===== src/hdl/cte_pkg.sv =====
// Shared types and constants of the garbage-collector card table engine.
package cte_pkg;

   localparam int ADDR_W         = 48;
   localparam int CNT_W          = 7;
   localparam int CSR_IDX_W      = 1;
   localparam int DEF_NUM_CARDS  = 64;
   localparam int DEF_CARD_BITS  = 9;
   localparam int DEF_ADDR_BITS  = 48;

   localparam logic [CSR_IDX_W-1:0] CSR_HEAP_BASE = 1'b0;
   localparam logic [CSR_IDX_W-1:0] CSR_NUM_CARDS = 1'b1;

   localparam logic CARD_CLEAN = 1'b0;
   localparam logic CARD_DIRTY = 1'b1;

   typedef enum logic [2:0] {
      KIND_MARK_DIRTY = 3'd0,
      KIND_MARK_CLEAN = 3'd1,
      KIND_QUERY      = 3'd2,
      KIND_CLEAR_ALL  = 3'd3,
      KIND_SCAN_ALL   = 3'd4,
      KIND_SCAN_RANGE = 3'd5,
      KIND_COUNT      = 3'd6
   } kind_type;

   // Classified request handed from the front end to the back end. For marks and
   // queries lo holds the card index; for scans and counts lo..hi is the card walk.
   typedef struct packed {
      kind_type           kind;
      logic               ok;
      logic [CNT_W-1:0]   lo;
      logic [CNT_W-1:0]   hi;
   } cte_cmd_type;

   typedef struct packed {
      logic [ADDR_W-1:0]  card_start;
      logic [ADDR_W-1:0]  card_stop;
      logic               found;
      logic [CNT_W-1:0]   dirty_total;
      logic               is_last;
   } cte_rsp_type;

endpackage


===== src/hdl/cte_ram.sv =====
// Generic single-port-write, single-port-read RAM with registered read data.
module cte_ram
   import cte_pkg::*;
#(
   parameter int WIDTH = 1,
   parameter int DEPTH = DEF_NUM_CARDS
) (
   input  logic                                      clock,
   input  logic                                      wr_en,
   input  logic [(DEPTH > 1 ? $clog2(DEPTH) : 1)-1:0] wr_addr,
   input  logic [WIDTH-1:0]                          wr_data,
   input  logic                                      rd_en,
   input  logic [(DEPTH > 1 ? $clog2(DEPTH) : 1)-1:0] rd_addr,
   output logic [WIDTH-1:0]                          rd_data
);

   logic [WIDTH-1:0] mem_ff [DEPTH];
   logic [WIDTH-1:0] rd_data_ff;

   always_ff @(posedge clock) begin
      if (wr_en) begin
         mem_ff[wr_addr] <= wr_data;
      end
      if (rd_en) begin
         rd_data_ff <= mem_ff[rd_addr];
      end
   end

   assign rd_data = rd_data_ff;

endmodule


===== src/hdl/cte_fifo.sv =====
// Small register queue used between the front and back ends and on the result side.
module cte_fifo
   import cte_pkg::*;
#(
   parameter int WIDTH = 8,
   parameter int DEPTH = 2
) (
   input  logic             clock,
   input  logic             reset,
   input  logic             wr_push,
   input  logic [WIDTH-1:0] wr_data,
   output logic             wr_full,
   input  logic             rd_pop,
   output logic [WIDTH-1:0] rd_data,
   output logic             rd_empty
);

   localparam int PTRW = DEPTH > 1 ? $clog2(DEPTH) : 1;
   localparam int CNTW = $clog2(DEPTH + 1);

   logic [WIDTH-1:0] mem_ff [DEPTH];
   logic [PTRW-1:0]  wr_ptr_ff, wr_ptr_in;
   logic [PTRW-1:0]  rd_ptr_ff, rd_ptr_in;
   logic [CNTW-1:0]  count_ff, count_in;
   logic             do_push, do_pop;

   assign rd_empty = (count_ff == '0);
   assign wr_full  = (count_ff == CNTW'(DEPTH));
   assign do_push  = wr_push && !wr_full;
   assign do_pop   = rd_pop && !rd_empty;
   assign rd_data  = mem_ff[rd_ptr_ff];

   always_comb begin
      wr_ptr_in = wr_ptr_ff;
      rd_ptr_in = rd_ptr_ff;
      count_in  = count_ff;
      if (do_push) begin
         wr_ptr_in = (wr_ptr_ff == PTRW'(DEPTH - 1)) ? '0 : wr_ptr_ff + 1'b1;
      end
      if (do_pop) begin
         rd_ptr_in = (rd_ptr_ff == PTRW'(DEPTH - 1)) ? '0 : rd_ptr_ff + 1'b1;
      end
      if (do_push && !do_pop) begin
         count_in = count_ff + 1'b1;
      end else if (do_pop && !do_push) begin
         count_in = count_ff - 1'b1;
      end
   end

   always_ff @(posedge clock) begin
      if (reset) begin
         wr_ptr_ff <= '0;
         rd_ptr_ff <= '0;
         count_ff  <= '0;
      end else begin
         wr_ptr_ff <= wr_ptr_in;
         rd_ptr_ff <= rd_ptr_in;
         count_ff  <= count_in;
      end
   end

   always_ff @(posedge clock) begin
      if (do_push) begin
         mem_ff[wr_ptr_ff] <= wr_data;
      end
   end

endmodule


===== src/hdl/cte_front.sv =====
// Front end: takes requests into a stage register and turns addresses into card indices.
module cte_front
   import cte_pkg::*;
#(
   parameter int CARD_BITS  = DEF_CARD_BITS,
   parameter int ADDR_BITS  = DEF_ADDR_BITS
) (
   input  logic              clock,
   input  logic              reset,
   input  logic              push,
   output logic              full,
   input  logic [2:0]        req_kind,
   input  logic [ADDR_W-1:0] req_address,
   input  logic [ADDR_W-1:0] req_range_end,
   input  logic [ADDR_W-1:0] heap_base,
   input  logic [CNT_W-1:0]  cards_used,
   output logic              cmd_push,
   output cte_cmd_type       cmd_data,
   input  logic              cmd_full
);

   localparam int AW = ADDR_BITS < ADDR_W ? ADDR_BITS : ADDR_W;

   typedef struct packed {
      logic             ok;
      logic [CNT_W-1:0] card;
   } look_type;

   logic              stg_valid_ff, stg_valid_in;
   logic [2:0]        stg_kind_ff;
   logic [ADDR_W-1:0] stg_addr_ff;
   logic [ADDR_W-1:0] stg_end_ff;
   logic              accept;
   look_type          start_look, end_look;

   // Card lookup: valid when at or above the base and inside the cards in use.
   function automatic look_type card_look(input logic [AW-1:0] a, input logic [AW-1:0] base,
                                          input logic [CNT_W-1:0] used);
      logic [AW-1:0] card;
      look_type      r;
      card   = (a - base) >> CARD_BITS;
      r.ok   = (a >= base) && (card < AW'(used));
      r.card = card[CNT_W-1:0];
      return r;
   endfunction

   assign cmd_push     = stg_valid_ff && !cmd_full;
   assign full         = stg_valid_ff && cmd_full;
   assign accept       = push && !full;
   assign stg_valid_in = accept ? 1'b1 : (cmd_push ? 1'b0 : stg_valid_ff);

   assign start_look = card_look(stg_addr_ff[AW-1:0], heap_base[AW-1:0], cards_used);
   assign end_look   = card_look(stg_end_ff[AW-1:0], heap_base[AW-1:0], cards_used);

   always_comb begin
      cmd_data      = '0;
      cmd_data.kind = kind_type'(stg_kind_ff);
      cmd_data.ok   = start_look.ok;
      case (kind_type'(stg_kind_ff))
         KIND_SCAN_ALL, KIND_COUNT: begin
            cmd_data.lo = '0;
            cmd_data.hi = cards_used;
         end
         KIND_SCAN_RANGE: begin
            // A start outside the table leaves an empty walk; an end outside runs to the end.
            cmd_data.lo = start_look.ok ? start_look.card : cards_used;
            cmd_data.hi = end_look.ok ? end_look.card : cards_used;
         end
         default: begin
            cmd_data.lo = start_look.card;
            cmd_data.hi = '0;
         end
      endcase
   end

   always_ff @(posedge clock) begin
      if (reset) begin
         stg_valid_ff <= 1'b0;
      end else begin
         stg_valid_ff <= stg_valid_in;
      end
   end

   always_ff @(posedge clock) begin
      if (accept) begin
         stg_kind_ff <= req_kind;
         stg_addr_ff <= req_address;
         stg_end_ff  <= req_range_end;
      end
   end

endmodule


===== src/hdl/cte_back.sv =====
// Back end: holds the card table and carries out marks, queries, clears, scans and counts.
module cte_back
   import cte_pkg::*;
#(
   parameter int NUM_CARDS  = DEF_NUM_CARDS,
   parameter int CARD_BITS  = DEF_CARD_BITS,
   parameter int ADDR_BITS  = DEF_ADDR_BITS
) (
   input  logic              clock,
   input  logic              reset,
   input  logic [ADDR_W-1:0] heap_base,
   input  cte_cmd_type       cmd_data,
   input  logic              cmd_empty,
   output logic              cmd_pop,
   output logic              rsp_push,
   output cte_rsp_type       rsp_data,
   input  logic              rsp_full
);

   localparam int AW   = ADDR_BITS < ADDR_W ? ADDR_BITS : ADDR_W;
   localparam int IDXW = NUM_CARDS > 1 ? $clog2(NUM_CARDS) : 1;
   localparam logic [AW-1:0] CARD_BYTES = AW'(1) << CARD_BITS;

   typedef enum logic [3:0] {
      S_IDLE  = 4'b0001,
      S_QUERY = 4'b0010,
      S_READ  = 4'b0100,
      S_CHECK = 4'b1000
   } state_type;

   state_type        state_ff, state_in;
   logic [NUM_CARDS-1:0] valid_ff, valid_in;
   logic [CNT_W-1:0] ptr_ff, ptr_in;
   logic [CNT_W-1:0] hi_ff, hi_in;
   logic [CNT_W-1:0] cnt_ff, cnt_in;
   logic             is_count_ff, is_count_in;
   logic             held_ff, held_in;
   logic [AW-1:0]    held_start_ff, held_start_in;
   logic             qok_ff, qok_in;
   logic             vq_ff;
   logic             ram_we, ram_wd, ram_re, ram_rd;
   logic [IDXW-1:0]  ram_wa, ram_ra;
   logic             clear_go;
   logic             card_dirty;

   cte_ram #(.WIDTH(1), .DEPTH(NUM_CARDS)) u_table (
      .clock   (clock),
      .wr_en   (ram_we),
      .wr_addr (ram_wa),
      .wr_data (ram_wd),
      .rd_en   (ram_re),
      .rd_addr (ram_ra),
      .rd_data (ram_rd)
   );

   assign card_dirty = ram_rd && vq_ff;

   always_comb begin
      state_in      = state_ff;
      valid_in      = valid_ff;
      ptr_in        = ptr_ff;
      hi_in         = hi_ff;
      cnt_in        = cnt_ff;
      is_count_in   = is_count_ff;
      held_in       = held_ff;
      held_start_in = held_start_ff;
      qok_in        = qok_ff;
      cmd_pop       = 1'b0;
      rsp_push      = 1'b0;
      rsp_data      = '0;
      ram_we        = 1'b0;
      ram_wd        = CARD_CLEAN;
      ram_wa        = cmd_data.lo[IDXW-1:0];
      ram_re        = 1'b0;
      ram_ra        = ptr_ff[IDXW-1:0];
      clear_go      = 1'b0;
      case (state_ff)
         S_IDLE: begin
            if (!cmd_empty) begin
               case (cmd_data.kind)
                  KIND_MARK_DIRTY, KIND_MARK_CLEAN: begin
                     if (!rsp_full) begin
                        cmd_pop          = 1'b1;
                        ram_we           = cmd_data.ok;
                        ram_wd           = (cmd_data.kind == KIND_MARK_DIRTY) ?
                                           CARD_DIRTY : CARD_CLEAN;
                        if (cmd_data.ok) begin
                           valid_in[cmd_data.lo[IDXW-1:0]] = 1'b1;
                        end
                        rsp_push         = 1'b1;
                        rsp_data.is_last = 1'b1;
                     end
                  end
                  KIND_QUERY: begin
                     cmd_pop  = 1'b1;
                     ram_re   = 1'b1;
                     ram_ra   = cmd_data.lo[IDXW-1:0];
                     qok_in   = cmd_data.ok;
                     state_in = S_QUERY;
                  end
                  KIND_CLEAR_ALL: begin
                     if (!rsp_full) begin
                        cmd_pop          = 1'b1;
                        clear_go         = 1'b1;
                        valid_in         = '0;
                        rsp_push         = 1'b1;
                        rsp_data.is_last = 1'b1;
                     end
                  end
                  KIND_SCAN_ALL, KIND_SCAN_RANGE, KIND_COUNT: begin
                     cmd_pop     = 1'b1;
                     ptr_in      = cmd_data.lo;
                     hi_in       = cmd_data.hi;
                     cnt_in      = '0;
                     held_in     = 1'b0;
                     is_count_in = (cmd_data.kind == KIND_COUNT);
                     state_in    = S_READ;
                  end
                  default: begin
                     if (!rsp_full) begin
                        cmd_pop          = 1'b1;
                        rsp_push         = 1'b1;
                        rsp_data.is_last = 1'b1;
                     end
                  end
               endcase
            end
         end
         S_QUERY: begin
            if (!rsp_full) begin
               rsp_push         = 1'b1;
               rsp_data.found   = qok_ff && card_dirty;
               rsp_data.is_last = 1'b1;
               state_in         = S_IDLE;
            end
         end
         S_READ: begin
            if (ptr_ff < hi_ff) begin
               ram_re   = 1'b1;
               state_in = S_CHECK;
            end else if (!rsp_full) begin
               rsp_push         = 1'b1;
               rsp_data.is_last = 1'b1;
               if (is_count_ff) begin
                  rsp_data.dirty_total = cnt_ff;
               end else if (held_ff) begin
                  rsp_data.card_start = ADDR_W'(held_start_ff);
                  rsp_data.card_stop  = ADDR_W'(held_start_ff + CARD_BYTES);
                  rsp_data.found      = 1'b1;
               end
               state_in = S_IDLE;
            end
         end
         S_CHECK: begin
            if (is_count_ff) begin
               cnt_in   = cnt_ff + CNT_W'(card_dirty);
               ptr_in   = ptr_ff + 1'b1;
               state_in = S_READ;
            end else if (!(card_dirty && held_ff && rsp_full)) begin
               if (card_dirty) begin
                  // A newer dirty card means the held one is not the last.
                  if (held_ff) begin
                     rsp_push            = 1'b1;
                     rsp_data.card_start = ADDR_W'(held_start_ff);
                     rsp_data.card_stop  = ADDR_W'(held_start_ff + CARD_BYTES);
                     rsp_data.found      = 1'b1;
                  end
                  held_in       = 1'b1;
                  held_start_in = heap_base[AW-1:0] + (AW'(ptr_ff) << CARD_BITS);
               end
               ptr_in   = ptr_ff + 1'b1;
               state_in = S_READ;
            end
         end
         default: begin
            state_in = S_IDLE;
         end
      endcase
   end

   always_ff @(posedge clock) begin
      if (reset) begin
         state_ff <= S_IDLE;
         valid_ff <= '0;
         held_ff  <= 1'b0;
      end else begin
         state_ff <= state_in;
         valid_ff <= valid_in;
         held_ff  <= held_in;
      end
   end

   always_ff @(posedge clock) begin
      ptr_ff        <= ptr_in;
      hi_ff         <= hi_in;
      cnt_ff        <= cnt_in;
      is_count_ff   <= is_count_in;
      held_start_ff <= held_start_in;
      qok_ff        <= qok_in;
      if (ram_re) begin
         vq_ff <= valid_ff[ram_ra];
      end
   end

`ifndef ASSERT_OFF
   a_push_has_room: assert property (@(posedge clock) disable iff (reset)
      rsp_push |-> !rsp_full)
      else $error("result pushed into a full queue");

   a_walk_in_range: assert property (@(posedge clock) disable iff (reset)
      (state_ff == S_CHECK) |-> (ptr_ff < hi_ff))
      else $error("card walk checked a card beyond its end");

   a_clear_empties: assert property (@(posedge clock) disable iff (reset)
      clear_go |=> (valid_ff == '0))
      else $error("clear all left a card marked");

   a_count_bound: assert property (@(posedge clock) disable iff (reset)
      (state_ff == S_READ) |-> (cnt_ff <= CNT_W'(NUM_CARDS)))
      else $error("dirty count exceeds the table size");
`endif

endmodule


===== src/hdl/gc_card_table_engine_top.sv =====
// Top level of the garbage-collector card table engine: registers, queues and both ends.
//
// The engine keeps one dirty bit per card of 2**CARD_BITS bytes from heap_base and
// takes requests through a queue-like port (push/full) and hands back results through
// another (empty/pop). A request is first held in a stage register, where its addresses
// are turned into card indices, and then passes through a two-entry command queue to
// the back end, which owns the card table RAM. Marks, clear-all and undefined kinds
// are finished by the back end in its idle state, so a stream of write-barrier marks
// is taken at one request per cycle once the pipeline is full and while the result
// queue has room; a query also passes through S_QUERY because the table RAM has a
// registered read. Scans and counts walk the card range through the single RAM read
// port, reading each card in S_READ and checking it in S_CHECK, and send the final
// result from S_READ; the walk stalls whenever a result waits for room in the result
// queue. The table is empty straight after reset, with no clearing pass. The user must
// write heap_base and num_cards through the csr port only while no request is in
// flight; the block itself does not enforce it. num_cards above NUM_CARDS is treated
// as NUM_CARDS.
module gc_card_table_engine_top
   import cte_pkg::*;
#(
   parameter int NUM_CARDS  = DEF_NUM_CARDS,
   parameter int CARD_BITS  = DEF_CARD_BITS,
   parameter int ADDR_BITS  = DEF_ADDR_BITS
) (
   input  logic                 clock,
   input  logic                 reset,
   // Request side
   input  logic                 push,
   output logic                 full,
   input  logic [2:0]           req_kind,
   input  logic [ADDR_W-1:0]    req_address,
   input  logic [ADDR_W-1:0]    req_range_end,
   // Result side
   output logic                 empty,
   input  logic                 pop,
   output logic [ADDR_W-1:0]    rsp_card_start,
   output logic [ADDR_W-1:0]    rsp_card_stop,
   output logic                 rsp_found,
   output logic [CNT_W-1:0]     rsp_dirty_total,
   output logic                 rsp_is_last,
   // Configuration writes
   input  logic                 csr_wr_en,
   input  logic [CSR_IDX_W-1:0] csr_index,
   input  logic [ADDR_W-1:0]    csr_wdata
);

   logic [ADDR_W-1:0] heap_base_ff;
   logic [CNT_W-1:0]  num_cards_ff;
   logic [CNT_W-1:0]  cards_used;

   logic              cmd_push, cmd_full, cmd_pop, cmd_empty;
   cte_cmd_type       cmd_wr, cmd_rd;
   logic              rsp_push, rsp_full;
   cte_rsp_type       rsp_wr, rsp_rd;

   // Configuration registers. Both reset to zero, so the table starts with no cards in use.
   always_ff @(posedge clock) begin
      if (reset) begin
         heap_base_ff <= '0;
         num_cards_ff <= '0;
      end else if (csr_wr_en) begin
         case (csr_index)
            CSR_HEAP_BASE: heap_base_ff <= csr_wdata;
            CSR_NUM_CARDS: num_cards_ff <= csr_wdata[CNT_W-1:0];
            default:       heap_base_ff <= heap_base_ff;
         endcase
      end
   end

   // The number of cards in use never exceeds the size of the table.
   assign cards_used = (num_cards_ff > CNT_W'(NUM_CARDS)) ? CNT_W'(NUM_CARDS) : num_cards_ff;

   cte_front #(
      .CARD_BITS  (CARD_BITS),
      .ADDR_BITS  (ADDR_BITS)
   ) u_front (
      .clock         (clock),
      .reset         (reset),
      .push          (push),
      .full          (full),
      .req_kind      (req_kind),
      .req_address   (req_address),
      .req_range_end (req_range_end),
      .heap_base     (heap_base_ff),
      .cards_used    (cards_used),
      .cmd_push      (cmd_push),
      .cmd_data      (cmd_wr),
      .cmd_full      (cmd_full)
   );

   // The command queue lets the front end keep taking requests while a scan is running.
   cte_fifo #(
      .WIDTH ($bits(cte_cmd_type)),
      .DEPTH (2)
   ) u_cmd_fifo (
      .clock    (clock),
      .reset    (reset),
      .wr_push  (cmd_push),
      .wr_data  (cmd_wr),
      .wr_full  (cmd_full),
      .rd_pop   (cmd_pop),
      .rd_data  (cmd_rd),
      .rd_empty (cmd_empty)
   );

   cte_back #(
      .NUM_CARDS  (NUM_CARDS),
      .CARD_BITS  (CARD_BITS),
      .ADDR_BITS  (ADDR_BITS)
   ) u_back (
      .clock     (clock),
      .reset     (reset),
      .heap_base (heap_base_ff),
      .cmd_data  (cmd_rd),
      .cmd_empty (cmd_empty),
      .cmd_pop   (cmd_pop),
      .rsp_push  (rsp_push),
      .rsp_data  (rsp_wr),
      .rsp_full  (rsp_full)
   );

   // The result queue decouples the back end from a slow consumer.
   cte_fifo #(
      .WIDTH ($bits(cte_rsp_type)),
      .DEPTH (2)
   ) u_rsp_fifo (
      .clock    (clock),
      .reset    (reset),
      .wr_push  (rsp_push),
      .wr_data  (rsp_wr),
      .wr_full  (rsp_full),
      .rd_pop   (pop),
      .rd_data  (rsp_rd),
      .rd_empty (empty)
   );

   assign rsp_card_start  = rsp_rd.card_start;
   assign rsp_card_stop   = rsp_rd.card_stop;
   assign rsp_found       = rsp_rd.found;
   assign rsp_dirty_total = rsp_rd.dirty_total;
   assign rsp_is_last     = rsp_rd.is_last;

endmodule

===== config.mk =====
export PLATFORM = sky130hd
export DESIGN_NAME = gc_card_table_engine_top
export DESIGN_NICKNAME = d
export VERILOG_FILES = /design/src/hdl/cte_pkg.sv /design/src/hdl/cte_ram.sv /design/src/hdl/cte_fifo.sv /design/src/hdl/cte_front.sv /design/src/hdl/cte_back.sv /design/src/hdl/gc_card_table_engine_top.sv
export SDC_FILE = /design/constraint.sdc
export NUM_CORES = 1
export LEC_CHECK = 0
export ABC_AREA = 1
export BUFFER_PORTS_ARGS = -buffer_cell sky130_fd_sc_hd__buf_2
export CAP_MARGIN = 40
export CORE_UTILIZATION = 54
export DETAILED_ROUTE_END_ITERATION = 10
export PLACE_DENSITY_LB_ADDON = 0.3
export REMOVE_ABC_BUFFERS = 1
export SETUP_SLACK_MARGIN = 0.15
export SLEW_MARGIN = 40
export SYNTH_ARGS = -nofsm -noshare
export SYNTH_HDL_FRONTEND = slang
export SYNTH_HIERARCHICAL = 1
export SYNTH_SLANG_ARGS = --single-unit
export TNS_END_PERCENT = 100

===== constraint.sdc =====
create_clock -name clock -period 9.2 [get_ports clock]
set_input_delay 0 -clock clock [delete_from_list [all_inputs] [get_ports clock]]
set_output_delay 0 -clock clock [all_outputs]
set_load 0.02 [all_outputs]

After elaboration in Yosys (flattened, before gate mapping)
Memories as Yosys holds them, arrays and structs flattened. A register that Yosys moved wholly into a read port is not among the register bits.
Index checks and enable logic that the tools add are counted.
Word-level totals
  bits of input ports: 153
  memory bits (writable): 310
  output and inout bits: 107
  memories: 3
  flip-flop bits (word level): 304
  word-level logic and storage cells: 223
Memories
  u_rsp_fifo.mem_ff: depth 2, bits a word 105, rd ports 1, clocked after Yosys merged registers in 1, wr ports 1, line cte_fifo.sv:21  | logic [WIDTH-1:0] mem_ff [DEPTH];
  u_back.u_table.mem_ff: depth 64, bits a word 1, rd ports 1, clocked after Yosys merged registers in 1, wr ports 1, line cte_ram.sv:17  | logic [WIDTH-1:0] mem_ff [DEPTH];
  u_cmd_fifo.mem_ff: depth 2, bits a word 18, rd ports 1, clocked after Yosys merged registers in 1, wr ports 1, line cte_fifo.sv:21
Cells by class
  bitwise gates (word level): 5
  order comparisons: 9
  reduce and logical (&&, ||, !) cells: 49
  equality and inequality tests: 26
  multiplexer cells: 95
  add/subtract/negate cells: 14
Operators with widths (number)
  $mux 97: 5
  $mux 105: 2
  $mux 64: 3
  $pmux 96 s2: 1
  $pmux 64 s2: 1
  $ge 48x48->1: 2
  $sub 48x48->48: 2
  $mux 7: 12
  $lt 39x7->1: 2
  $or 64x64->64: 1
  $add 48x10->48 const B: 1
  $add 48x16->48: 1
  $mux 1: 47
  $pmux 14 s2: 1
  $pmux 7 s2: 2
  $mux 4: 5
  $eq 3x3->1 const B: 6
  $logic_and 1x1->1: 18
  $mux 6: 3
  $pmux 4 s4: 1
  $lt 6x7->1 const B: 2
  $ne 2x2->1 const B: 6
  $reduce_and 4->1: 3
  $reduce_and 6->1: 2
  other kinds (35): 69

Longest topological paths before layout
Gate-level depths: netlist (run 1).
  word-level depth: 11
  depth in mapped cells: 26
  mapped depth without buffers: 25

By module
Netlist (run 1), hierarchy kept.
By module, submodules not included
  cte_front: instances 1, area an instance 11833.8 µm², cells an instance 1931, sequential area each 2992.9 µm²
  cte_back: instances 1, area an instance 8719.6 µm², cells an instance 1186, sequential area each 3543.4 µm²
  cte_fifo (u_rsp_fifo): instances 1, area an instance 8070.2 µm², cells an instance 364, sequential area each 6406.1 µm²
  cte_ram: instances 1, area an instance 3075.4 µm², cells an instance 324, sequential area each 1951.9 µm²
  gc_card_table_engine_top: instances 1, area an instance 2050.7 µm², cells an instance 259, sequential area each 1101.1 µm²
  cte_fifo (u_cmd_fifo): instances 1, area an instance 1605.3 µm², cells an instance 93, sequential area each 1181.1 µm²

Worst setup path before layout (run 1)
No wires, ideal clock.
  kind: reg-to-reg
  start: register u_back.ptr_ff[1]
  end: memory u_rsp_fifo/mem_ff[0][0] (netlist bit) (enable)
  required time: 8.630 ns
  clock period less this slack: 6.392 ns
  path slack: 2.808 ns
  library setup time: 0.570 ns
  arrival time: 5.822 ns
  stages on the path, launching flop included: 10
  buffers on the path: 0
  cells stage by stage: edfxtp_1 ha_1 nand3_1 nand2_1 nand4_1 nand2_1 nand3_1 nand4_1 o21ai_0 nor2_1
On the way
  word-level cells in the longest chain between the ends: 6
Ends and longest elaborated chain
  start: declaration: line cte_back.sv:33  | logic [CNT_W-1:0] ptr_ff, ptr_in;
  start signal: assignment: line cte_back.sv:194  | ptr_ff <= ptr_in;
  $lt 7x7->1: line cte_back.sv:138  | if (ptr_ff < hi_ff) begin
  $mux 1: line cte_back.sv:138
  $pmux 1 s4: line cte_back.sv:77  | case (state_ff)
  net rsp_push: line gc_card_table_engine_top.sv:53  | logic rsp_push, rsp_full;
  $logic_and 1x1->1: line cte_fifo.sv:29  | assign do_push = wr_push && !wr_full;
  $mux 1: line cte_fifo.sv:63  | if (do_push) begin
  $mux 1 (not written as such): line cte_fifo.sv:64  | mem_ff[wr_ptr_ff] <= wr_data;
  end: declaration: line cte_fifo.sv:21
The timed path passes the listed nets, and every way through them passes these cells.

==> results of run 1 <==
==> metal layers <==
layer  global-route usage  share of wire  up-vias
li1                     -              -    14530
met1               0.3915           0.41    13900
met2               0.5037           0.46     1196
met3              0.05232          0.075      263
met4               0.1460          0.050        0
met5                    0              0        -
==> registers in the layout, summed over array words and instances, names as in the netlist, 7 cells and up, named ones only <==
signal                 cells
u_rsp_fifo/mem_ff        210
u_back/u_table/mem_ff     64
u_back/valid_ff           64
heap_base_ff              48
u_back/held_start_ff      48
u_front/stg_addr_ff       48
u_front/stg_end_ff        48
u_cmd_fifo/mem_ff         36
num_cards_ff               7
u_back/cnt_ff              7
u_back/hi_ff               7
u_back/ptr_ff              7
==> power breakdown <==
part / switching, mW / internal, mW / total (mW)
sequential: 0.169 / 3.36 / 3.53
clock: 1.09 / 1.39 / 2.48
combinational: 1.86 / 0.985 / 2.85
total: 3.12 / 5.74 / 8.86
==> placed cells by master, fill, tap and decap left out, drive strengths merged, types with 14 or more instances in the layout <==
cell | synthesis | routed
clkbuf | 13 | 83
dlygate4sd3 | 0 | 162
xnor2 | 14 | 14
edfxtp | 482 | 482
nor3 | 82 | 82
a21oi | 247 | 247
inv | 607 | 610
nor2 | 493 | 493
nor4 | 16 | 16
xor2 | 64 | 64
o21ai | 95 | 95
mux2 | 123 | 123
nand2 | 1104 | 1104
nand4 | 57 | 57
buf | 74 | 282
nand3 | 357 | 357
clkinv | 1 | 22
ha | 127 | 127
dfxtp | 135 | 135
==> cells by family (layout without fill, tap and decap cells) <==
family / Yosys count / in the layout / share of synthesized area
compound gates: 381 / 381 / 0.05952
xor+xnor: 78 / 78 / 0.01932
fa+ha+maj: 128 / 128 / 0.04551
buf+inv: 695 / 1167 / 0.08355
flops: 617 / 617 / 0.4858
mux: 123 / 123 / 0.04555
other cells: 0 / 3 / 0
simple gates: 2135 / 2135 / 0.2607
==> worst max-delay path, stage by stage (launching register included) <==
cell	delay [ns]
dfxtp_1	0.42
inv_1	0.18
ha_1	0.42
nand2_2	0.12
inv_1	0.07
nand2_1	0.05
nand2_1	0.07
nand2_1	0.05
nand2_1	0.07
inv_1	0.04
nand2_1	0.17
xor2_1	0.31
ha_1	0.31
nand2_1	0.10
nor2_1	0.05
a211oi_1	0.31
nand3_1	0.15
a21oi_1	0.15
nand4_1	0.10
nor2_1	0.13
nand3_1	0.10
nor4_1	0.67
==> final timing paths <==
check,startpoint,to,slack [ns]
setup / recovery,heap_base_ff[10]$_SDFFE_PP0P_,u_cmd_fifo/mem_ff[1][14]$_DFFE_PP_,4.85
hold / removal,req_address[13],u_front/stg_addr_ff[13]$_DFFE_PP_,0.06
setup reg to reg,heap_base_ff[10]$_SDFFE_PP0P_,u_cmd_fifo/mem_ff[1][14]$_DFFE_PP_,4.85
hold reg to reg,u_back/valid_ff[32]$_SDFFE_PP0P_,u_back/valid_ff[32]$_SDFFE_PP0P_,0.46
==> area by class of cell <==
type | instances | area (µm²) | area share
Tap cell | 855 | 1070 | 0.02608
Clock inverter | 32 | 322.8 | 0.007869
Inverter | 608 | 2288 | 0.05578
Timing Repair Buffer | 444 | 3139 | 0.07652
Sequential cell | 617 | 17180 | 0.4188
Clock buffer | 83 | 1669 | 0.04068
Antenna cell | 3 | 7.507 | 0.0001830
Multi-Input combinational cell | 2845 | 15350 | 0.3741
==> stage by stage <==
step / setup slack (ns) / hold slack (ns) / util / instance area [µm²]
final: 4.846 / 0.05983 / 0.6353 / 41030
after global routing: 4.471 / 0.04761 / 0.6353 / 41030
after CTS: 4.993 / 0.03100 / 0.6347 / 40990
after detailed placement: 5.026 / 0.1781 / 0.5787 / 37370
after global placement: 4.798 / 0.1768 / 0.5767 / 37250
after floorplan: 2.481 / 0.06244 / - / 34690
==> impl_metrics.env, run 1 <==
export IMPL_status="finished clean"
export IMPL_rsz0062_at_grt="false"
export IMPL_hp_class="in -> reg"
export IMPL_fin_tns_setup_ns=0
export IMPL_drv_slew=0
export IMPL_coreArea_um2=64580
export IMPL_syn_inst=4157
export IMPL_final_cell_count_no_fill=5487
export IMPL_critPathMaxFanout=4
export IMPL_period_minus_slack_ns=4.354
export IMPL_synth_common_cells="nand2_1 (1,064), inv_1 (578), edfxtp_1 (482)"
export IMPL_cp_start_kind="flip-flop"
export IMPL_grt_max_degree=89
export IMPL_p_leak_nw=17.20
export IMPL_worstMarginPinSlew_ns=0.8791
export IMPL_cts_buffers=61
export IMPL_cts_root_buf="clkbuf_16"
export IMPL_dp_cells=5207
export IMPL_hold_depth=2
export IMPL_drive_gt1_frac=0.1456
export IMPL_ys_ff_latch=617
export IMPL_synth_edf_count=482
export IMPL_clock_path_buffers=3
export IMPL_synth_top_cell_area_share=0.4094
export IMPL_p_per_area_nw_per_um2=215.9
export IMPL_nFillCells=5336
export IMPL_synth_warnings=6
export IMPL_cts_setup_buffers=0
export IMPL_synth_area_top_cells="edfxtp_1 (41%), nand2_1 (11%), dfxtp_1 (7.6%)"
export IMPL_start_util=0.5475
export IMPL_die_area_um2=66500
export IMPL_grt_overflow=0
export IMPL_tritoncts="done"
export IMPL_portBuffers=259
export IMPL_max_cap_violations=0
export IMPL_cts_clk_slew_worst_paths_ns=0.06
export IMPL_dpl_hpwl_um=75850
export IMPL_drt_iter0_markers=2921
export IMPL_finalSetupViolCount=0
export IMPL_clock_skew_ns=0.02086
export IMPL_p_total_mw=8.859
export IMPL_firstDrtPassIters=5
export IMPL_hold_buffers=162
export IMPL_ys_flop_type="edfxtp_1"
export IMPL_grt_first_pass_wirelength_um=156900
export IMPL_clk_latency_ns=0.65
export IMPL_place_congestion=1.001
export IMPL_finalHoldViolCount=0
export IMPL_worst_setup_path_type="reg -> reg"
export IMPL_ios=260
export IMPL_num_rows=93
export IMPL_synth_avg_cell_area_um2=8.505
export IMPL_antenna_found_initial=3
export IMPL_drtAntennaViolNets=0
export IMPL_viasPerCell=5.448
export IMPL_critPathRequiredTime_ns=9.53
export IMPL_routed_wl_um=103200
export IMPL_synthToLayoutAreaGrowth_pct=16.04
export IMPL_die_w_um=257.9
export IMPL_relSlewSlack=0.4086
export IMPL_cts_resized=0
export IMPL_fin_nets=4858
export IMPL_drc=0
export IMPL_yosysUniqueCellTypes=57
export IMPL_die_y_um=257.9
export IMPL_h_tree_depth=2
export IMPL_groute_usage_overall=0.3056
export IMPL_mappedNetlistArea_um2=35360
export IMPL_vias=29900
export IMPL_peakVddDrop_mv=0.1872
export IMPL_ys_seq_area_frac=0.4858
export IMPL_cp_arrival_ns=4.68
export IMPL_synth_most_common_cell="nand2_1"
export IMPL_grt_pass1_vias=28600
export IMPL_fmax_ghz=0.2297
export IMPL_reg2reg_depth=21
export IMPL_clock_sink_count=617
export IMPL_wl_per_cell_um=18.82
export IMPL_cp_end_kind="flip-flop"
export IMPL_async_flop_share=0
export IMPL_yosysTopAreaCell="edfxtp_1"
export IMPL_period_share=0.4733
(Power assumes the default switching activity.)
==> inputs of run 2 (changes only) <==
Clock period 9.2 ns to 3.7 ns, I/O delays scaled along.
==> run 2 against run 1 <==
First-iteration DRC count rose by 9.2%. Final area rose by 4.7%. Sequential power grew 150%. Flip-flop and latch count did not move. Register-to-register slack lost 4.7 ns. Critical path depth is 2 lower. Critical path type unchanged. Combinational power rose to 2.7 times the previous value. Clock skew grew 0.012 ns. Die area stayed put. Clock power increased to 2.7 times the previous value. Via count increased by 3.6%. Non-clock buffer count increased by 111.
==> impl_metrics.env, run 2 (same netlist as run 1, synthesis figures left out) <==
export IMPL_period_minus_slack_ns=3.538
export IMPL_die_y_um=257.9
export IMPL_cts_clk_slew_worst_paths_ns=0.06
export IMPL_clock_path_buffers=3
export IMPL_synthToLayoutAreaGrowth_pct=21.45
export IMPL_groute_usage_overall=0.3228
export IMPL_place_area_um2=37970
export IMPL_p_per_area_nw_per_um2=538.0
export IMPL_place_congestion=1.003
export IMPL_critPathMaxFanout=7
export IMPL_max_cap_violations=0
export IMPL_layout_common_cells="nand2_1 (1,019), inv_1 (556), edfxtp_1 (482)"
export IMPL_ios=260
export IMPL_cp_end_kind="flip-flop"
export IMPL_portBuffers=259
export IMPL_h_tree_depth=3
export IMPL_fmax_ghz=0.2826
export IMPL_status="finished clean"
export IMPL_cp_start_kind="flip-flop"
export IMPL_dp_cells=5275
export IMPL_grt_max_degree=89
export IMPL_worst_setup_path_type="reg -> reg"
export IMPL_cts_root_buf="clkbuf_16"
export IMPL_routed_wl_um=109900
export IMPL_design_area_um2=42940
export IMPL_antenna_found_initial=5
export IMPL_final_cell_count_no_fill=5601
export IMPL_critPathRequiredTime_ns=4.05
export IMPL_critical_path_endpoint="u_cmd_fifo/mem_ff[1][12]$_DFFE_PP_"
export IMPL_seq_area_um2=17200
export IMPL_drc=0
export IMPL_rsz0062_at_grt="true"
export IMPL_drv_slew=0
export IMPL_drtAntennaViolNets=0
export IMPL_setup_slack_ns=0.1618
export IMPL_regToRegSetupSlack_ns=0.16
export IMPL_num_rows=93
export IMPL_top_register="u_rsp_fifo/mem_ff"
export IMPL_multi_input_area_um2=16080
export IMPL_viasPerCell=5.529
export IMPL_r2r_start="u_front/stg_addr_ff[10]$_DFFE_PP_"
export IMPL_grt_overflow=0
export IMPL_clock_sink_count=617
export IMPL_nFillCells=5209
export IMPL_timing_hold_ws_ns=0.09341
export IMPL_wl_per_cell_um=19.62
export IMPL_tritoncts="done"
export IMPL_grt_first_pass_wirelength_um=164900
export IMPL_worstMarginPinSlew_ns=0.8241
export IMPL_cp_arrival_ns=3.89
export IMPL_finalSetupViolCount=0
export IMPL_fin_tns_setup_ns=0
export IMPL_drive_gt1_frac=0.1922
export IMPL_layout_commonest_cell="nand2_1"
export IMPL_rr_endpoint="u_cmd_fifo/mem_ff[1][12]$_DFFE_PP_"
export IMPL_largest_reg_flops=210
export IMPL_die_area_um2=66500
export IMPL_finalHoldViolCount=0
export IMPL_peakVddDrop_mv=0.3871
export IMPL_cts_buffers=67
export IMPL_dpl_hpwl_um=79900
export IMPL_p_total_mw=23.10
export IMPL_hp_class="in -> reg"
export IMPL_vias=30970
export IMPL_reg2reg_depth=19
export IMPL_grt_pass1_vias=29450
export IMPL_coreArea_um2=64580
export IMPL_die_w_um=257.9
export IMPL_fin_nets=4976
export IMPL_relSlewSlack=0.4506
export IMPL_min_delay_start="req_range_end[16]"
export IMPL_firstDrtPassIters=7
export IMPL_start_util=0.5475
export IMPL_clk_latency_ns=0.63
export IMPL_p_leak_nw=18.02
export IMPL_clock_skew_ns=0.03278
export IMPL_dp_slack_ns=-0.2750
export IMPL_drt_iter0_markers=3191
export IMPL_period_share=0.9563
export IMPL_reg_largest_list="u_rsp_fifo/mem_ff: 210 flops, u_back/u_table/mem_ff: 64 flops, u_back/valid_ff: 64 flops"
export IMPL_final_util=0.6649
export IMPL_crit_start="u_front/stg_addr_ff[10]$_DFFE_PP_"
run 2: how the worst min path moves through the flow:
| stage | end | slack (ns) | cells past startpoint |
|---|---|---|---|
| global placement | u_front/stg_addr_ff[45]$_DFFE_PP_ | 0.18 | 1 |
| global route | u_front/stg_end_ff[32]$_DFFE_PP_ | 0.09 | 2 |
| finish | u_front/stg_end_ff[16]$_DFFE_PP_ | 0.09 | 2 |
| CTS | heap_base_ff[45]$_SDFFE_PP0P_ | 0.009 | 6 |
| floorplan | heap_base_ff[12]$_SDFFE_PP0P_ | 0.06 | 1 |
| detailed placement | u_front/stg_kind_ff[2]$_DFFE_PP_ | 0.18 | 1 |
run 2: final cells by class:
cell class | instances | area share
diodes | 2 | 0.0001166
flip-flops and latches | 617 | 0.4006
multi-input cells | 2846 | 0.3744
inverters | 608 | 0.05353
clock buffers | 85 | 0.04181
clock inverters | 33 | 0.008508
well taps | 855 | 0.02491
repair buffers | 555 | 0.09610
run 2: what timing repair did:
action	CTS	global route
hold endpoints to repair	171	0
hold buffers	183	0
pin swaps	1	45
setup endpoints to repair	30	30
gates cloned	0	1
buffers inserted	0	22
resized for setup	16	171
run 2: layer usage:
metal,global-route usage,vias up,share of wire
met3,0.05389,323,0.078
met5,0,-,0
met1,0.4143,14500,0.40
li1,-,14760,-
met2,0.5336,1390,0.47
met4,0.1502,0,0.049
run 2: power breakdown:
part	leakage, nW	switching (mW)	internal (mW)	total [mW]
clock network	1.04	2.83	3.88	6.71
registers	5.44	0.400	8.36	8.76
logic	11.5	4.87	2.77	7.64
run 2: worst max-delay path: stages, from the launching register on:
cell,delay (ns)
edfxtp_1,0.41
ha_4,0.29
nand2_1,0.08
nand2_1,0.09
a21oi_2,0.24
nand3_4,0.11
xor2_2,0.19
ha_1,0.32
a21oi_2,0.17
nor2_2,0.05
a211oi_2,0.23
nand3_1,0.12
nor2_1,0.11
nand3_1,0.08
nor2_2,0.12
nand3_2,0.09
nor2_4,0.19
nand2_2,0.15
nor2_1,0.16
a21oi_2,0.05
